<file path="src/hdl/rrcb_pkg.sv">
// shared constants, types and functions of the rotated rectangle corner block
package rrcb_pkg;

  // coordinate format, signed q.4
  localparam int COORD_WIDTH   = 20;
  localparam int CORDIC_STAGES = 16;

  localparam int CW = COORD_WIDTH;
  localparam int DW = COORD_WIDTH - 1;

  // angle in 1/64 degree
  localparam int ANG_W  = 16;
  localparam int ANG_SH = 16;

  // cordic datapath
  localparam int ATAN_COUNT = 24;
  localparam int NUM_STAGES = (CORDIC_STAGES > ATAN_COUNT) ? ATAN_COUNT : CORDIC_STAGES;
  localparam int SI_W       = $clog2(ATAN_COUNT);
  localparam int X_W        = 32;
  localparam int Z_W        = 31;

  localparam logic signed [X_W-1:0] GAIN_Q30 = 32'sd652032874;

  // products, sums and rounded offsets
  localparam int P_W    = X_W + DW + 1;
  localparam int SUM_W  = P_W + 1;
  localparam int RND_SH = 31;
  localparam int O_W    = SUM_W - RND_SH;
  localparam int E_W    = O_W + 1;

  typedef struct packed {
    logic signed [CW-1:0]    center_x;
    logic signed [CW-1:0]    center_y;
    logic        [DW-1:0]    rect_width;
    logic        [DW-1:0]    rect_height;
    logic signed [ANG_W-1:0] rotation_angle;
  } in_item_t;

  typedef struct packed {
    logic     valid;
    in_item_t item;
  } in_link_t;

  typedef struct packed {
    logic signed [X_W-1:0] x;
    logic signed [X_W-1:0] y;
    logic signed [Z_W-1:0] z;
    logic                  neg;
    logic signed [CW-1:0]  cx;
    logic signed [CW-1:0]  cy;
    logic        [DW-1:0]  w;
    logic        [DW-1:0]  h;
  } cordic_t;

  typedef struct packed {
    logic    valid;
    cordic_t data;
  } cordic_link_t;

  typedef struct packed {
    logic signed [CW-1:0] corner0_x;
    logic signed [CW-1:0] corner0_y;
    logic signed [CW-1:0] corner1_x;
    logic signed [CW-1:0] corner1_y;
    logic signed [CW-1:0] corner2_x;
    logic signed [CW-1:0] corner2_y;
    logic signed [CW-1:0] corner3_x;
    logic signed [CW-1:0] corner3_y;
    logic signed [CW-1:0] box_left;
    logic signed [CW-1:0] box_top;
    logic signed [CW-1:0] box_right;
    logic signed [CW-1:0] box_bottom;
  } result_t;

  typedef struct packed {
    logic    valid;
    result_t item;
  } out_link_t;

  // atan(2^-i) in 2^-22 degree, rounded to nearest
  function automatic logic [Z_W-1:0] atan_at(input logic [SI_W-1:0] idx);
    logic [Z_W-1:0] v;
    unique case (idx)
      5'd0:    v = Z_W'(188743680);
      5'd1:    v = Z_W'(111421900);
      5'd2:    v = Z_W'(58872272);
      5'd3:    v = Z_W'(29884485);
      5'd4:    v = Z_W'(15000234);
      5'd5:    v = Z_W'(7507429);
      5'd6:    v = Z_W'(3754631);
      5'd7:    v = Z_W'(1877430);
      5'd8:    v = Z_W'(938729);
      5'd9:    v = Z_W'(469366);
      5'd10:   v = Z_W'(234683);
      5'd11:   v = Z_W'(117342);
      5'd12:   v = Z_W'(58671);
      5'd13:   v = Z_W'(29335);
      5'd14:   v = Z_W'(14668);
      5'd15:   v = Z_W'(7334);
      5'd16:   v = Z_W'(3667);
      5'd17:   v = Z_W'(1833);
      5'd18:   v = Z_W'(917);
      5'd19:   v = Z_W'(458);
      5'd20:   v = Z_W'(229);
      5'd21:   v = Z_W'(115);
      5'd22:   v = Z_W'(57);
      5'd23:   v = Z_W'(29);
      default: v = '0;
    endcase
    return v;
  endfunction

  // clamp a widened coordinate to the signed coordinate range
  function automatic logic signed [CW-1:0] sat_coord(input logic signed [E_W-1:0] v);
    logic signed [E_W-1:0] hi;
    logic signed [E_W-1:0] lo;
    logic signed [CW-1:0]  r;
    hi = {{(E_W-CW+1){1'b0}}, {(CW-1){1'b1}}};
    lo = {{(E_W-CW+1){1'b1}}, {(CW-1){1'b0}}};
    if (v > hi) begin
      r = hi[CW-1:0];
    end else if (v < lo) begin
      r = lo[CW-1:0];
    end else begin
      r = v[CW-1:0];
    end
    return r;
  endfunction

endpackage

</file>
<file path="src/hdl/rrcb_angle_prep.sv">
// angle reduction to plus or minus 90 degrees and cordic seed register
module rrcb_angle_prep (
  input  logic                   clk_i,
  input  logic                   rst_ni,
  input  rrcb_pkg::in_link_t     up_i,
  output logic                   up_ready_o,
  output rrcb_pkg::cordic_link_t dn_o,
  input  logic                   dn_ready_i
);

  localparam int AR_W = rrcb_pkg::ANG_W + 1;
  localparam logic signed [AR_W-1:0] ANG_FULL    = AR_W'(23040);
  localparam logic signed [AR_W-1:0] ANG_HALF    = AR_W'(11520);
  localparam logic signed [AR_W-1:0] ANG_QUARTER = AR_W'(5760);

  logic                  valid_q;
  rrcb_pkg::cordic_t     data_q;
  rrcb_pkg::cordic_t     data_d;

  always_comb begin
    logic signed [AR_W-1:0] n;
    logic signed [AR_W-1:0] r;
    logic signed [AR_W-1:0] t;
    logic                   neg;
    logic [AR_W+rrcb_pkg::ANG_SH-1:0] zcat;
    n = -$signed({up_i.item.rotation_angle[rrcb_pkg::ANG_W-1], up_i.item.rotation_angle});
    // wrap into one full turn
    r = n;
    if (n < 0) begin
      r = n + ANG_FULL;
      if (r < 0) begin
        r = r + ANG_FULL;
      end
    end else if (n >= ANG_FULL) begin
      r = n - ANG_FULL;
    end
    t = (r >= ANG_HALF) ? (r - ANG_FULL) : r;
    // fold into the right half plane, flipping both outputs
    neg = 1'b0;
    if (t > ANG_QUARTER) begin
      t   = t - ANG_HALF;
      neg = 1'b1;
    end else if (t < -ANG_QUARTER) begin
      t   = t + ANG_HALF;
      neg = 1'b1;
    end
    zcat = {t, {rrcb_pkg::ANG_SH{1'b0}}};
    data_d.x   = rrcb_pkg::GAIN_Q30;
    data_d.y   = '0;
    data_d.z   = zcat[rrcb_pkg::Z_W-1:0];
    data_d.neg = neg;
    data_d.cx  = up_i.item.center_x;
    data_d.cy  = up_i.item.center_y;
    data_d.w   = up_i.item.rect_width;
    data_d.h   = up_i.item.rect_height;
  end

  assign up_ready_o = !valid_q || dn_ready_i;

  always_ff @(posedge clk_i or negedge rst_ni) begin
    if (!rst_ni) begin
      valid_q <= 1'b0;
    end else if (up_ready_o) begin
      valid_q <= up_i.valid;
    end
  end

  always_ff @(posedge clk_i) begin
    if (up_ready_o && up_i.valid) begin
      data_q <= data_d;
    end
  end

  assign dn_o.valid = valid_q;
  assign dn_o.data  = data_q;

endmodule

</file>
<file path="config.mk">
export PLATFORM = sky130hd
export DESIGN_NAME = rrcb_angle_prep
export DESIGN_NICKNAME = d
export VERILOG_FILES = /design/src/hdl/rrcb_pkg.sv /design/src/hdl/rrcb_angle_prep.sv
export SDC_FILE = /design/constraint.sdc
export NUM_CORES = 1
export LEC_CHECK = 0
export BUFFER_PORTS_ARGS = -buffer_cell sky130_fd_sc_hd__buf_2
export CORE_MARGIN = 2
export CORE_UTILIZATION = 43
export DETAILED_ROUTE_END_ITERATION = 10
export HOLD_SLACK_MARGIN = 0.06
export PLACE_DENSITY_LB_ADDON = 0.3
export SYNTH_ARGS = -nofsm -noshare
export SYNTH_HDL_FRONTEND = slang
export SYNTH_SLANG_ARGS = --single-unit
</file>
<file path="constraint.sdc">
create_clock -name clk_i -period 2.9 [get_ports clk_i]
set_input_delay 0.725 -clock clk_i [delete_from_list [all_inputs] [get_ports clk_i]]
set_output_delay 0.725 -clock clk_i [all_outputs]
set_load 0.05 [all_outputs]
</file>
==> impl_metrics.json <==
{
  "rsz0062_at_grt": "true",
  "cts_made_buffers": 9,
  "synth_area_per_cell_sq_um": 11.6,
  "worstSetupPathType": "in -> reg",
  "dp.cells": 989,
  "htreeDepth": 3,
  "gr-usage-all-layers": 0.238,
  "cp.arrival_ns": 5.64,
  "fin_crit_sh": 1.92,
  "layout_min_cycle_time_ns": 5.56,
  "die_y_um": 119,
  "yosys_warnings": 0,
  "die_area_sq_um": 14300,
  "clkSinkCount": 95,
  "core_area_sq_um": 13100,
  "fp-row-count": 42,
  "drive_above_1_share": 0.543,
  "vias_per_cell": 5.13,
  "worst_ir_drop_vdd_mv": 0.271,
  "synth_cell_types": 85,
  "cap_violations": 0,
  "cp_slowest_cell": "or4_4",
  "grt_max_degree": 87,
  "drc": 0,
  "tightestPinTransition_ns": 0.526,
  "synth-edff-count": 94,
  "clkLatencyLatePin_ns": 0.33,
  "p_leak_nw": 3.74,
  "ys_ff_latch": 95,
  "slew_viol_final": 0,
  "hp-class": "in -> async",
  "clockRootBuffer": "clkbuf_16",
  "power.density_nw_per_um2": 573,
  "port_buffers": 193,
  "num_io_pins": 274,
  "drt_wl_total_um": 18100,
  "setup_ws_ns": -2.66,
  "ctsLongestPathBuffers": 2,
  "final_cells": 1032,
  "antenna_left": 0,
  "finalSetupViolCount": 8,
  "synth_ff_type": "edfxtp_1",
  "overflow": 0,
  "post-route-util": 0.649,
  "syn_inst": 492,
  "critical_path.max_fanout": 5,
  "drt_iter0_drc": 373,
  "async_reset_ff_frac": 0.0105,
  "cp.required_ns": 2.98,
  "reg2regPathDepth": 3,
  "dr.pass1.iters": 7,
  "outcome": "finished with violations",
  "gp_congestion": 0.857,
  "cp-start-kind": "input port",
  "synth-seq-area-share": 0.497,
  "wl_per_cell_um": 17.6,
  "post-place-ws_ns": -3.11,
  "cts-hold-fix-buffers": 0,
  "antenna_found_initial": 1,
  "vias": 5297,
  "die_width_um": 119,
  "syn_area_sq_um": 5730,
  "initial_core_util": 0.436,
  "failed_checks": "negative setup slack",
  "slew_headroom": 0.645,
  "crit_path_max_incr_delay_ns": 0.54,
  "cts_tree": "yes",
  "dp.final_hpwl_um": 13700,
  "end_kind": "flop",
  "final_nets": 961,
  "hold_viol": 0,
  "first_global_vias": 5087,
  "area_growth_syn_to_layout_pct": 48.8,
  "path_clk_slew_ns": 0.06,
  "clock.fmax_mhz": 180,
  "grt_pass1_wl_um": 26400,
  "finClkSkew_ns": 0.00469
}
## worst max-delay path, delay by kind of cell
| family | cells | cell delay (ns) |
|---|---|---|
| XOR/XNOR | 1 | 0.21 |
| AO/OA/AOI/OAI | 7 | 1.34 |
| buffers and inverters | 7 | 0.68 |
| AND/OR/NAND/NOR | 7 | 1.68 |
| adder cells (fa/ha/maj) | 3 | 0.49 |
| multiplexers | 3 | 0.53 |
## metal layers
| layer | track usage | part of all wire | vias to the layer above |
|---|---|---|---|
| met5 | 0 | 0 | - |
| met3 | 0.0383 | 0.058 | 29 |
| li1 | - | - | 2442 |
| met1 | 0.245 | 0.35 | 2588 |
| met4 | 0.0846 | 0.024 | 0 |
| met2 | 0.477 | 0.57 | 238 |
## flip-flops by register name, indices dropped and copies added (netlist names)
name     cells
valid_q      1
dn_o        94
## stage by stage
| step | TNS [ns] | total power, mW | hold slack, ns | area [sq um] |
|---|---|---|---|---|
| final | -20.70 | 4.88 | 0.152 | 8530 |
| after detailed placement | -24.40 | 3.63 | 0.501 | 7790 |
| after CTS | -19.70 | 4.83 | 0.141 | 8420 |
| after global routing | -22.21 | 5.08 | 0.136 | 8530 |
| after floorplan | -22.23 | 3.06 | 0.429 | 6190 |
| after global placement | -23.59 | 3.61 | 0.500 | 7790 |
## placed cells by master, fill, tap and decap left out, drive strengths merged, types with 3 or more instances in the layout
cell type and instances:
nor4 8, a211o 3, and2 4, o32ai 5
o221ai 3, clkinv 6, o311ai 5, conb 80
o21ai 19, a21oi 19, inv 13, a22oi 5
nand2b 7, a211oi 6, or2 5, nand2 19
or4 5, xnor2 15, ha 13, xor2 11
nor3 9, and3 3, nand4 9, nor2b 3
buf 365, o211ai 9, nor2 19, edfxtp 94
a221oi 3, o31ai 5, or3 13, nand3 10
a21o 4, mux2i 4, clkbuf 10
## final cells by class
cell class / instances / area [sq um]
inverters: 13 / 56.3
clock buffers: 10 / 229
fillers: 1043 / 4610
multi-input cells: 366 / 2840
flip-flops and latches: 95 / 2850
clock inverters: 6 / 36.3
diodes: 1 / 2.50
repair buffers: 365 / 2300
well taps: 176 / 220
## cell families (layout without fill, tap and decap cells)
group	after synthesis	count (layout)	share of synthesized area
AND/OR/NAND/NOR	123	123	0.130
AO/OA/AOI/OAI	117	118	0.162
buffers and inverters	110	394	0.128
flip-flops	95	95	0.497
XOR/XNOR	26	26	0.0430
adder cells (fa/ha/maj)	13	13	0.0284
multiplexers	6	6	0.0109
other	2	81	0.00131
## synth_stat cells, types with 3 or more instances
library cell / count / area (sq um)
nor4_1: 4 / 25.0
a22oi_1: 4 / 30.0
nor4_2: 3 / 37.5
nor2b_1: 3 / 18.8
nand2b_1: 7 / 43.8
nand4_1: 9 / 56.3
a211oi_1: 6 / 45.0
a21o_1: 4 / 30.0
nor2_1: 19 / 71.3
ha_1: 13 / 163
edfxtp_1: 94 / 2820
or3_1: 12 / 75.1
mux2i_1: 4 / 40.0
or2_2: 4 / 25.0
xor2_1: 11 / 96.3
nor3_1: 8 / 40.0
xnor2_1: 14 / 123
or4_1: 3 / 22.5
o311ai_0: 5 / 43.8
o32ai_1: 5 / 43.8
a21oi_1: 18 / 90.1
o221ai_1: 3 / 26.3
a211o_1: 3 / 26.3
buf_4: 83 / 623
and3_1: 3 / 18.8
nand3_1: 9 / 45.0
o31ai_1: 3 / 22.5
o211ai_1: 9 / 67.6
clkbuf_1: 7 / 26.3
buf_2: 4 / 20.0
nand2_1: 19 / 71.3
inv_1: 9 / 33.8
inv_2: 3 / 11.3
o21ai_0: 16 / 80.1
and2_1: 4 / 25.0
## where the power goes
group / total (mW) / switching (mW) / internal, mW
combinational: 2.15 / 1.35 / 0.799
clock: 1.05 / 0.474 / 0.578
sequential: 1.68 / 0.0323 / 1.65
total: 4.88 / 1.86 / 3.03
## repair_timing
action	4_1_cts	5_1_grt
setup endpoints to repair	8	8
pin swaps	10	6
resized for setup	41	10
gates cloned	1	0
buffers inserted	19	8
## final timing paths
path / startpoint / endpoint / slack, ns
max: up_i[0] / dn_o[104] / -2.66
min: rst_ni / valid_q / 0.15
max reg2reg: valid_q / dn_o[64] / 1.36
min reg2reg: valid_q / valid_q / 0.56
max in group asynchronous: rst_ni / valid_q / 2.67
min in group clk_i: valid_q / valid_q / 0.56
Note: power is estimated with default switching activity, not from simulation.
