[src/hdl/rrcb_pkg.sv]
// shared constants, types and functions of the rotated rectangle corner block
package rrcb_pkg;

  // coordinate format, signed q.4
  localparam int COORD_WIDTH   = 20;
  localparam int CORDIC_STAGES = 16;

  localparam int CW = COORD_WIDTH;
  localparam int DW = COORD_WIDTH - 1;

  // angle in 1/64 degree
  localparam int ANG_W  = 16;
  localparam int ANG_SH = 16;

  // cordic datapath
  localparam int ATAN_COUNT = 24;
  localparam int NUM_STAGES = (CORDIC_STAGES > ATAN_COUNT) ? ATAN_COUNT : CORDIC_STAGES;
  localparam int SI_W       = $clog2(ATAN_COUNT);
  localparam int X_W        = 32;
  localparam int Z_W        = 31;

  localparam logic signed [X_W-1:0] GAIN_Q30 = 32'sd652032874;

  // products, sums and rounded offsets
  localparam int P_W    = X_W + DW + 1;
  localparam int SUM_W  = P_W + 1;
  localparam int RND_SH = 31;
  localparam int O_W    = SUM_W - RND_SH;
  localparam int E_W    = O_W + 1;

  typedef struct packed {
    logic signed [CW-1:0]    center_x;
    logic signed [CW-1:0]    center_y;
    logic        [DW-1:0]    rect_width;
    logic        [DW-1:0]    rect_height;
    logic signed [ANG_W-1:0] rotation_angle;
  } in_item_t;

  typedef struct packed {
    logic     valid;
    in_item_t item;
  } in_link_t;

  typedef struct packed {
    logic signed [X_W-1:0] x;
    logic signed [X_W-1:0] y;
    logic signed [Z_W-1:0] z;
    logic                  neg;
    logic signed [CW-1:0]  cx;
    logic signed [CW-1:0]  cy;
    logic        [DW-1:0]  w;
    logic        [DW-1:0]  h;
  } cordic_t;

  typedef struct packed {
    logic    valid;
    cordic_t data;
  } cordic_link_t;

  typedef struct packed {
    logic signed [CW-1:0] corner0_x;
    logic signed [CW-1:0] corner0_y;
    logic signed [CW-1:0] corner1_x;
    logic signed [CW-1:0] corner1_y;
    logic signed [CW-1:0] corner2_x;
    logic signed [CW-1:0] corner2_y;
    logic signed [CW-1:0] corner3_x;
    logic signed [CW-1:0] corner3_y;
    logic signed [CW-1:0] box_left;
    logic signed [CW-1:0] box_top;
    logic signed [CW-1:0] box_right;
    logic signed [CW-1:0] box_bottom;
  } result_t;

  typedef struct packed {
    logic    valid;
    result_t item;
  } out_link_t;

  // atan(2^-i) in 2^-22 degree, rounded to nearest
  function automatic logic [Z_W-1:0] atan_at(input logic [SI_W-1:0] idx);
    logic [Z_W-1:0] v;
    unique case (idx)
      5'd0:    v = Z_W'(188743680);
      5'd1:    v = Z_W'(111421900);
      5'd2:    v = Z_W'(58872272);
      5'd3:    v = Z_W'(29884485);
      5'd4:    v = Z_W'(15000234);
      5'd5:    v = Z_W'(7507429);
      5'd6:    v = Z_W'(3754631);
      5'd7:    v = Z_W'(1877430);
      5'd8:    v = Z_W'(938729);
      5'd9:    v = Z_W'(469366);
      5'd10:   v = Z_W'(234683);
      5'd11:   v = Z_W'(117342);
      5'd12:   v = Z_W'(58671);
      5'd13:   v = Z_W'(29335);
      5'd14:   v = Z_W'(14668);
      5'd15:   v = Z_W'(7334);
      5'd16:   v = Z_W'(3667);
      5'd17:   v = Z_W'(1833);
      5'd18:   v = Z_W'(917);
      5'd19:   v = Z_W'(458);
      5'd20:   v = Z_W'(229);
      5'd21:   v = Z_W'(115);
      5'd22:   v = Z_W'(57);
      5'd23:   v = Z_W'(29);
      default: v = '0;
    endcase
    return v;
  endfunction

  // clamp a widened coordinate to the signed coordinate range
  function automatic logic signed [CW-1:0] sat_coord(input logic signed [E_W-1:0] v);
    logic signed [E_W-1:0] hi;
    logic signed [E_W-1:0] lo;
    logic signed [CW-1:0]  r;
    hi = {{(E_W-CW+1){1'b0}}, {(CW-1){1'b1}}};
    lo = {{(E_W-CW+1){1'b1}}, {(CW-1){1'b0}}};
    if (v > hi) begin
      r = hi[CW-1:0];
    end else if (v < lo) begin
      r = lo[CW-1:0];
    end else begin
      r = v[CW-1:0];
    end
    return r;
  endfunction

endpackage

[src/hdl/rrcb_cordic_cell.sv]
// one cordic rotation cell with its own pipeline register
module rrcb_cordic_cell (
  input  logic                        clk_i,
  input  logic                        rst_ni,
  input  logic [rrcb_pkg::SI_W-1:0]   stage_i,
  input  rrcb_pkg::cordic_link_t      up_i,
  output logic                        up_ready_o,
  output rrcb_pkg::cordic_link_t      dn_o,
  input  logic                        dn_ready_i
);

  logic              valid_q;
  rrcb_pkg::cordic_t data_q;
  rrcb_pkg::cordic_t data_d;

  always_comb begin
    logic signed [rrcb_pkg::X_W-1:0] dx;
    logic signed [rrcb_pkg::X_W-1:0] dy;
    logic signed [rrcb_pkg::Z_W-1:0] da;
    dx = up_i.data.y >>> stage_i;
    dy = up_i.data.x >>> stage_i;
    da = $signed(rrcb_pkg::atan_at(stage_i));
    data_d = up_i.data;
    // residual not negative: rotate forward
    if (!up_i.data.z[rrcb_pkg::Z_W-1]) begin
      data_d.x = up_i.data.x - dx;
      data_d.y = up_i.data.y + dy;
      data_d.z = up_i.data.z - da;
    end else begin
      data_d.x = up_i.data.x + dx;
      data_d.y = up_i.data.y - dy;
      data_d.z = up_i.data.z + da;
    end
  end

  assign up_ready_o = !valid_q || dn_ready_i;

  always_ff @(posedge clk_i or negedge rst_ni) begin
    if (!rst_ni) begin
      valid_q <= 1'b0;
    end else if (up_ready_o) begin
      valid_q <= up_i.valid;
    end
  end

  always_ff @(posedge clk_i) begin
    if (up_ready_o && up_i.valid) begin
      data_q <= data_d;
    end
  end

  assign dn_o.valid = valid_q;
  assign dn_o.data  = data_q;

endmodule

[config.mk]
export PLATFORM = sky130hd
export DESIGN_NAME = rrcb_cordic_cell
export DESIGN_NICKNAME = d
export VERILOG_FILES = /design/src/hdl/rrcb_pkg.sv /design/src/hdl/rrcb_cordic_cell.sv
export SDC_FILE = /design/constraint.sdc
export NUM_CORES = 1
export LEC_CHECK = 0
export ABC_AREA = 1
export ABC_CLOCK_PERIOD_IN_PS = 16320
export BUFFER_PORTS_ARGS = -buffer_cell sky130_fd_sc_hd__buf_2
export CAP_MARGIN = 20
export CORE_MARGIN = 8
export CORE_UTILIZATION = 61
export CTS_BUF_LIST = sky130_fd_sc_hd__clkbuf_8 sky130_fd_sc_hd__clkbuf_16
export DETAILED_ROUTE_END_ITERATION = 8
export MAX_ROUTING_LAYER = met4
export PLACE_DENSITY = 0.94
export SYNTH_ARGS = -nofsm -noshare
export SYNTH_HDL_FRONTEND = slang
export SYNTH_SLANG_ARGS = --single-unit
export TNS_END_PERCENT = 50
[constraint.sdc]
create_clock -name clk_i -period 16.32 [get_ports clk_i]
set_input_delay 2.448 -clock clk_i [delete_from_list [all_inputs] [get_ports clk_i]]
set_output_delay 2.448 -clock clk_i [all_outputs]
set_load 0.01 [all_outputs]
==> out/results.tsv, run 1 <==
metric	value	unit
antenna violations before repair	5	
Synth area leaders	edfxtp_1 31%, nand2_1 17%, nand3_1 9.5%	
Seq cells post-synth	175	
largest net degree at the start of global routing	175	
top-area cell type share of the netlist area	30.9	%
Crit Path Class	in2reg	
Post-CTS Resized	0	
post-layout util	70.8	%
power per cell area	95.7	nW/um^2
Crit Path Max Fanout	74	
Slowest cell on crit path	a21boi_0	
skew final	0.0126	ns
Leak	9.75	nW
Detail Placement HPWL	48200	um
Post-Synthesis Cell Area	16900	um^2
Design Power	1.87	mW
Bufs on Longest Clock Path	2	
crit path cell chain	buf_2 > buf_4 > inv_2 > buf_4 > ha_1 > nand2_1 > nand2_1 > a221oi_2 > ha_1 > inv_1 > nor3_2 > nor2_1 > xor2_1 > inv_1 > ha_1 > a21oi_1 > a21boi_0 > o21ai_0 > a31oi_1 > o21ai_0 > nand2_1 > nand2_1 > xor2_1	
Ys Warns	0	
GP Congestion	0.998	
vias in the first global route	17800	
worst slew pin tran	1.05	ns
final worst-path cycle share	48.2	%
initial core utilization	61.3	%
post-synthesis cell count	2399	
Top Ports	359	
Max Slew Vio Count	0	
CP Buf/Inv Count	6	
minimum clock period	7.87	ns
Core ar.	27600	um^2
routed vias	18400	
Die Y	182	um
worst vdd ir	0.0000662	V
sequential area share after synthesis	31.1	%
Post-synth EDFFs	174	
via/cell ratio	5.93	
synth cell count leaders	771 x nand2_1, 322 x nand3_1, 193 x inv_1	
Hold-fix buffers, CTS	0	
share of layout cells above drive strength 1	18.6	%
Setup TNS Final	0	ns
Max Clock Freq	0.127	GHz
Max-Cap Viols	0	
post-synth cell types	52	
status	finished clean	
clk root buf	clkbuf_16	
# setup viols final	0	
Die X-Extent	182	um
I/O Buffers	358	
HP Class	reg2reg	
drt pass-1 iters	9	
Area Overhead vs Synth	15.4	%
most common cell in the synthesized netlist	nand2_1	
most used cell along the critical path	nand2_1	
postcts setup bufs	0	
slack of the critical path	8.45	ns
Req. time, crit path	16.51	ns
global-route wire length before repair	94000	um
Fin Hold WS	0.637	ns
clock latency on the worst-skew pair	0.47	ns
predominant post-synthesis flop cell	edfxtp_1	
max incr delay on CP	0.74	ns
cell family with most CP delay	compound AO/OA/AOI/OAI gates	
# DRC	0	
startpoint type of the worst setup path	primary input	
clock sink total	175	
Syn Area/Cell	7.05	um^2
final hold vios	0	
TritonCTS clock tree	done	
# rows	61	
DP Worst Slack	8.04	ns
Avg WL per Cell	19.9	um
Worst-path clk slew	0.08	ns
H-tree depth	4	
post-synthesis async set-or-reset flop share	0.571	%
final net count	3009	
global route overflow	0	
crit path DAT	8.06	ns
post-route ant nets	0	
global-route usage over all layers	36.5	%
Synth Net Count	2702	
RSZ-0062 raised after global routing	false	
Critical Path Sink Type	register	
cts bufs inserted	17	
largest area contributor in the netlist	edfxtp_1	
DR iter-0 viols	2512	
Die ar.	33300	um^2
max_slew headroom	29.7	%
total routed wirelength	61800	um
[final timing paths]
| path | start | to | slack (ns) | depth (start not counted) |
|---|---|---|---|---|
| worst min register to register | valid_q | valid_q | 0.64 | 2 |
| max in group asynchronous | rst_ni | valid_q | 14.49 | 1 |
| min in group asynchronous | rst_ni | valid_q | 1.75 | 1 |
| worst max register to register | valid_q | dn_o[142] | 14.45 | 2 |
| worst min-delay path | valid_q | valid_q | 0.64 | 2 |
| worst max-delay path | stage_i[0] | dn_o[96] | 8.45 | 23 |
[per-stage QoR]
step                instances  area, um^2
global route             3102       19500
detailed placement       3064       18800
floorplan                2399       16900
global placement         3064       18800
finish                   3102       19500
CTS                      3096       19500
[cell usage in the layout, fill, tap and decap left out, types with 17 or more instances in the layout]
cell type and instances:
a21oi_1 114, a31oi_1 17, buf_2 358, clkbuf_16 17
edfxtp_1 174, ha_1 117, inv_1 192, inv_2 28
nand2_1 771, nand2_2 31, nand3_1 322, nand4_1 18
nor2_1 150, nor2_2 19, nor3_1 22, o21ai_0 80
xnor2_1 48, xor2_1 101
[routing by layer]
layer / share of wire (%) / routed length (um) / up-vias / global-route usage [%]
met5: 0 / 0 / - / -
met4: 4.8 / 2950 / 0 / 16.0
met3: 10 / 6270 / 216 / 6.28
met2: 48 / 29400 / 1136 / 61.2
met1: 37 / 23100 / 8423 / 42.8
li1: - / - / 8613 / -
[kinds of logic after synthesis]
| kind of cell | Yosys count | share of synthesized area [%] |
|---|---|---|
| and+or+nand+nor | 1372 | 35.1 |
| DFF | 175 | 31.1 |
| buffers and inverters | 301 | 7.49 |
| adders and majority gates | 120 | 9.02 |
| AOI/OAI and AO/OA | 282 | 9.57 |
| xor gates and xnor gates | 149 | 7.72 |
[worst register-to-register path: cells and delay by family, from the launching register on]
family	cells	cell delay [ns]
DFF	1	0.44
AOI/OAI and AO/OA	1	0.19
buffers and inverters	1	0.58
[flip-flops by register name, summed over array words and instances, names as in the netlist]
name and cells:
dn_o 174, valid_q 1
[area by class of cell]
class / count / area (um^2)
antenna: 5 / 12.5
clock buffer: 17 / 425
clock inverter: 15 / 213
fill: 2294 / 8050
inverter: 220 / 826
multi-input combinational: 1923 / 10400
sequential: 175 / 5250
tap: 378 / 473
timing repair buffer: 369 / 1900
[where the power goes]
part           leakage, nW  internal (mW)  switching, mW
Clock                0.309          0.217          0.243
Combinational         7.77          0.278          0.527
Sequential            1.67          0.587         0.0162
No activity file was read; power rests on OpenSTA's default activity.
==> run 2: changes to the inputs <==
Settings changed: ABC_CLOCK_PERIOD_IN_PS 16320 to 7700, CORE_UTILIZATION 61 to 57, PLACE_DENSITY 0.94 to 0.89.
Clock period 16.32 ns to 7.7 ns, I/O delays scaled along.
==> out/results.tsv, run 2 (synthesized netlist as in run 1, its figures left out) <==
metric	value	unit	change
post-route ant nets	0		unchanged
Max Slew Vio Count	0		unchanged
Req. time, crit path	7.91	ns	was 16.51 ns
clock latency on the worst-skew pair	0.47	ns	about the same
routed vias	18100		was 18400
global route overflow	0		unchanged
Global Route met3 Usage	5.47	%	was 6.28%
total routed wirelength	62100	um	was 61800 um
RR Startpoint	valid_q		unchanged
Bufs on Longest Clock Path	2		unchanged
GP Congestion	1.01		was 0.998
postcts setup bufs	0		unchanged
fillers	2674		was 2294
worst vdd ir	0.000130	V	was 0.0000662 V
Worst-path clk slew	0.08	ns	about the same
Avg WL per Cell	19.9	um	about the same
Fin Hold WS	0.454	ns	was 0.637 ns
DR iter-0 viols	1932		was 2512
final hold vios	0		unchanged
HP Class	in2async		was reg2reg
most frequent cells in the layout	771 x nand2_1, 358 x buf_2, 322 x nand3_1		unchanged
# setup viols final	0		unchanged
via/cell ratio	5.81		was 5.93
met1 usage	43.1	%	was 42.8%
Area Overhead vs Synth	15.7	%	was 15.4%
largest net degree at the start of global routing	79		was 175
final net count	3016		was 3009
minimum clock period	5.96	ns	
final worst-path cycle share	77.4	%	
# DRC	0		unchanged
Crit Path Max Fanout	28		was 74
RSZ-0062 raised after global routing	false		unchanged
Post-CTS Resized	0		unchanged
vias in the first global route	17400		was 17800
R2R Path End	dn_o[152]		was dn_o[142]
Largest register FFs	174		unchanged
layer with the highest usage	met2		unchanged
global-route wire length before repair	95400	um	was 94000 um
share of layout cells above drive strength 1	18.9	%	was 18.6%
Die X-Extent	188	um	was 182 um
Leak	9.77	nW	was 9.75 nW
Critical Path Sink Type	register		unchanged
global-route usage over all layers	34.6	%	was 36.5%
power per cell area	202	nW/um^2	was 95.7 nW/um^2
Design Power	3.95	mW	was 1.87 mW
drt pass-1 iters	8		was 9
Top Ports	359		unchanged
Detail Placement HPWL	49700	um	was 48200 um
initial core utilization	57.5	%	was 61.3%
Die Y	188	um	was 182 um
Max Clock Freq	0.168	GHz	
Setup TNS Final	0	ns	unchanged
Max-Cap Viols	0		unchanged
max_slew headroom	31.6	%	was 29.7%
crit path DAT	6.17	ns	was 8.06 ns
TritonCTS clock tree	done		unchanged
commonest non-fill, non-tap cell in the layout	nand2_1		unchanged
H-tree depth	4		unchanged
Die ar.	35400	um^2	was 33300 um^2
clock sink total	175		unchanged
antenna violations before repair	6		was 5
skew final	0.0115	ns	was 0.0126 ns
met2 Resource Use GR	56.8	%	was 61.2%
R2R cell count	2		unchanged
# rows	63		was 61
Hold-fix buffers, CTS	0		unchanged
startpoint type of the worst setup path	primary input		unchanged
clk root buf	clkbuf_16		unchanged
Crit Path Class	in2reg		unchanged
cts bufs inserted	17		unchanged
worst slew pin tran	1.02	ns	was 1.05 ns
I/O Buffers	358		unchanged
Core ar.	29400	um^2	was 27600 um^2
reg2reg setup slack	5.19	ns	was 14.45 ns
status	finished clean		unchanged
==> run 2: cell types whose count changed in the layout (fill, tap and decap cells not counted) <==
cell and delta:
buf_4 +9, inv_8 -3, buf_12 -2, diode_2 +1, inv_6 +1, nor2_2 +1
clkinv_8 +2, nor2_4 -1
==> run 2: worst max-delay path by stage <==
stage	cells past startpoint	start	slack, ns	endpoint
3_3_place_gp	27	stage_i[2]	1.47	dn_o[139]
6_report	27	stage_i[2]	1.74	dn_o[139]
5_1_grt	23	stage_i[0]	1.41	dn_o[102]
4_1_cts	27	stage_i[2]	1.93	dn_o[139]
3_5_place_dp	27	stage_i[2]	1.46	dn_o[139]
2_1_floorplan	2	dn_ready_i	0.97	dn_o[0]
==> run 2: power breakdown <==
part / total, mW / switching [mW] / internal (mW)
clock network: 0.967 / 0.508 / 0.458
registers: 1.28 / 0.0333 / 1.24
logic: 1.71 / 1.12 / 0.591
total: 3.95 / 1.66 / 2.29
==> run 2: worst max-delay path: stages <==
cell      delay [ns]
buf_2           0.48
inv_2           0.18
buf_4           0.24
nor2_1          0.66
nand3_1         0.16
nand2_1         0.13
nand2_1         0.06
nand2_1         0.08
inv_2           0.04
nand2_1         0.14
inv_1           0.05
nand2_1         0.08
nor2_1          0.05
nand2_2         0.11
nor2_4          0.06
nand2_1         0.07
nand2_2         0.07
xor2_1          0.20
ha_1            0.43
nand2_1         0.17
nor4_1          0.58
nand2_1         0.10
o211ai_1        0.38
nand2_1         0.09
nand2_1         0.13
a211oi_1        0.09
xor2_1          0.14
==> run 2: final cells by class <==
class	count	area [um^2]	share of cell area (%)
Clock inverter	15	220	1.13
Antenna cell	6	15.0	0.0768
Sequential cell	175	5250	26.9
Tap cell	390	488	2.50
Timing Repair Buffer	376	1930	9.86
Clock buffer	17	425	2.18
Multi-Input combinational cell	1923	10400	53.2
Inverter	220	826	4.22
==> run 2: through the flow <==
stage / cells / setup WS [ns] / util (%) / cell area, um^2
2_1_floorplan: 2399 / 0.969 / - / 16900
3_3_place_gp: 3084 / 1.47 / 64.2 / 18900
3_5_place_dp: 3084 / 1.46 / 64.2 / 18900
4_1_cts: 3116 / 1.93 / 66.4 / 19500
5_1_grt: 3122 / 1.41 / 66.5 / 19500
6_report: 3122 / 1.74 / 66.5 / 19500
==> run 2: per-layer routing <==
| metal | up-vias | wire [um] |
|---|---|---|
| met2 | 995 | 29600 |
| met5 | - | 0 |
| met4 | 0 | 2010 |
| li1 | 8646 | - |
| met3 | 137 | 5560 |
| met1 | 8354 | 25000 |
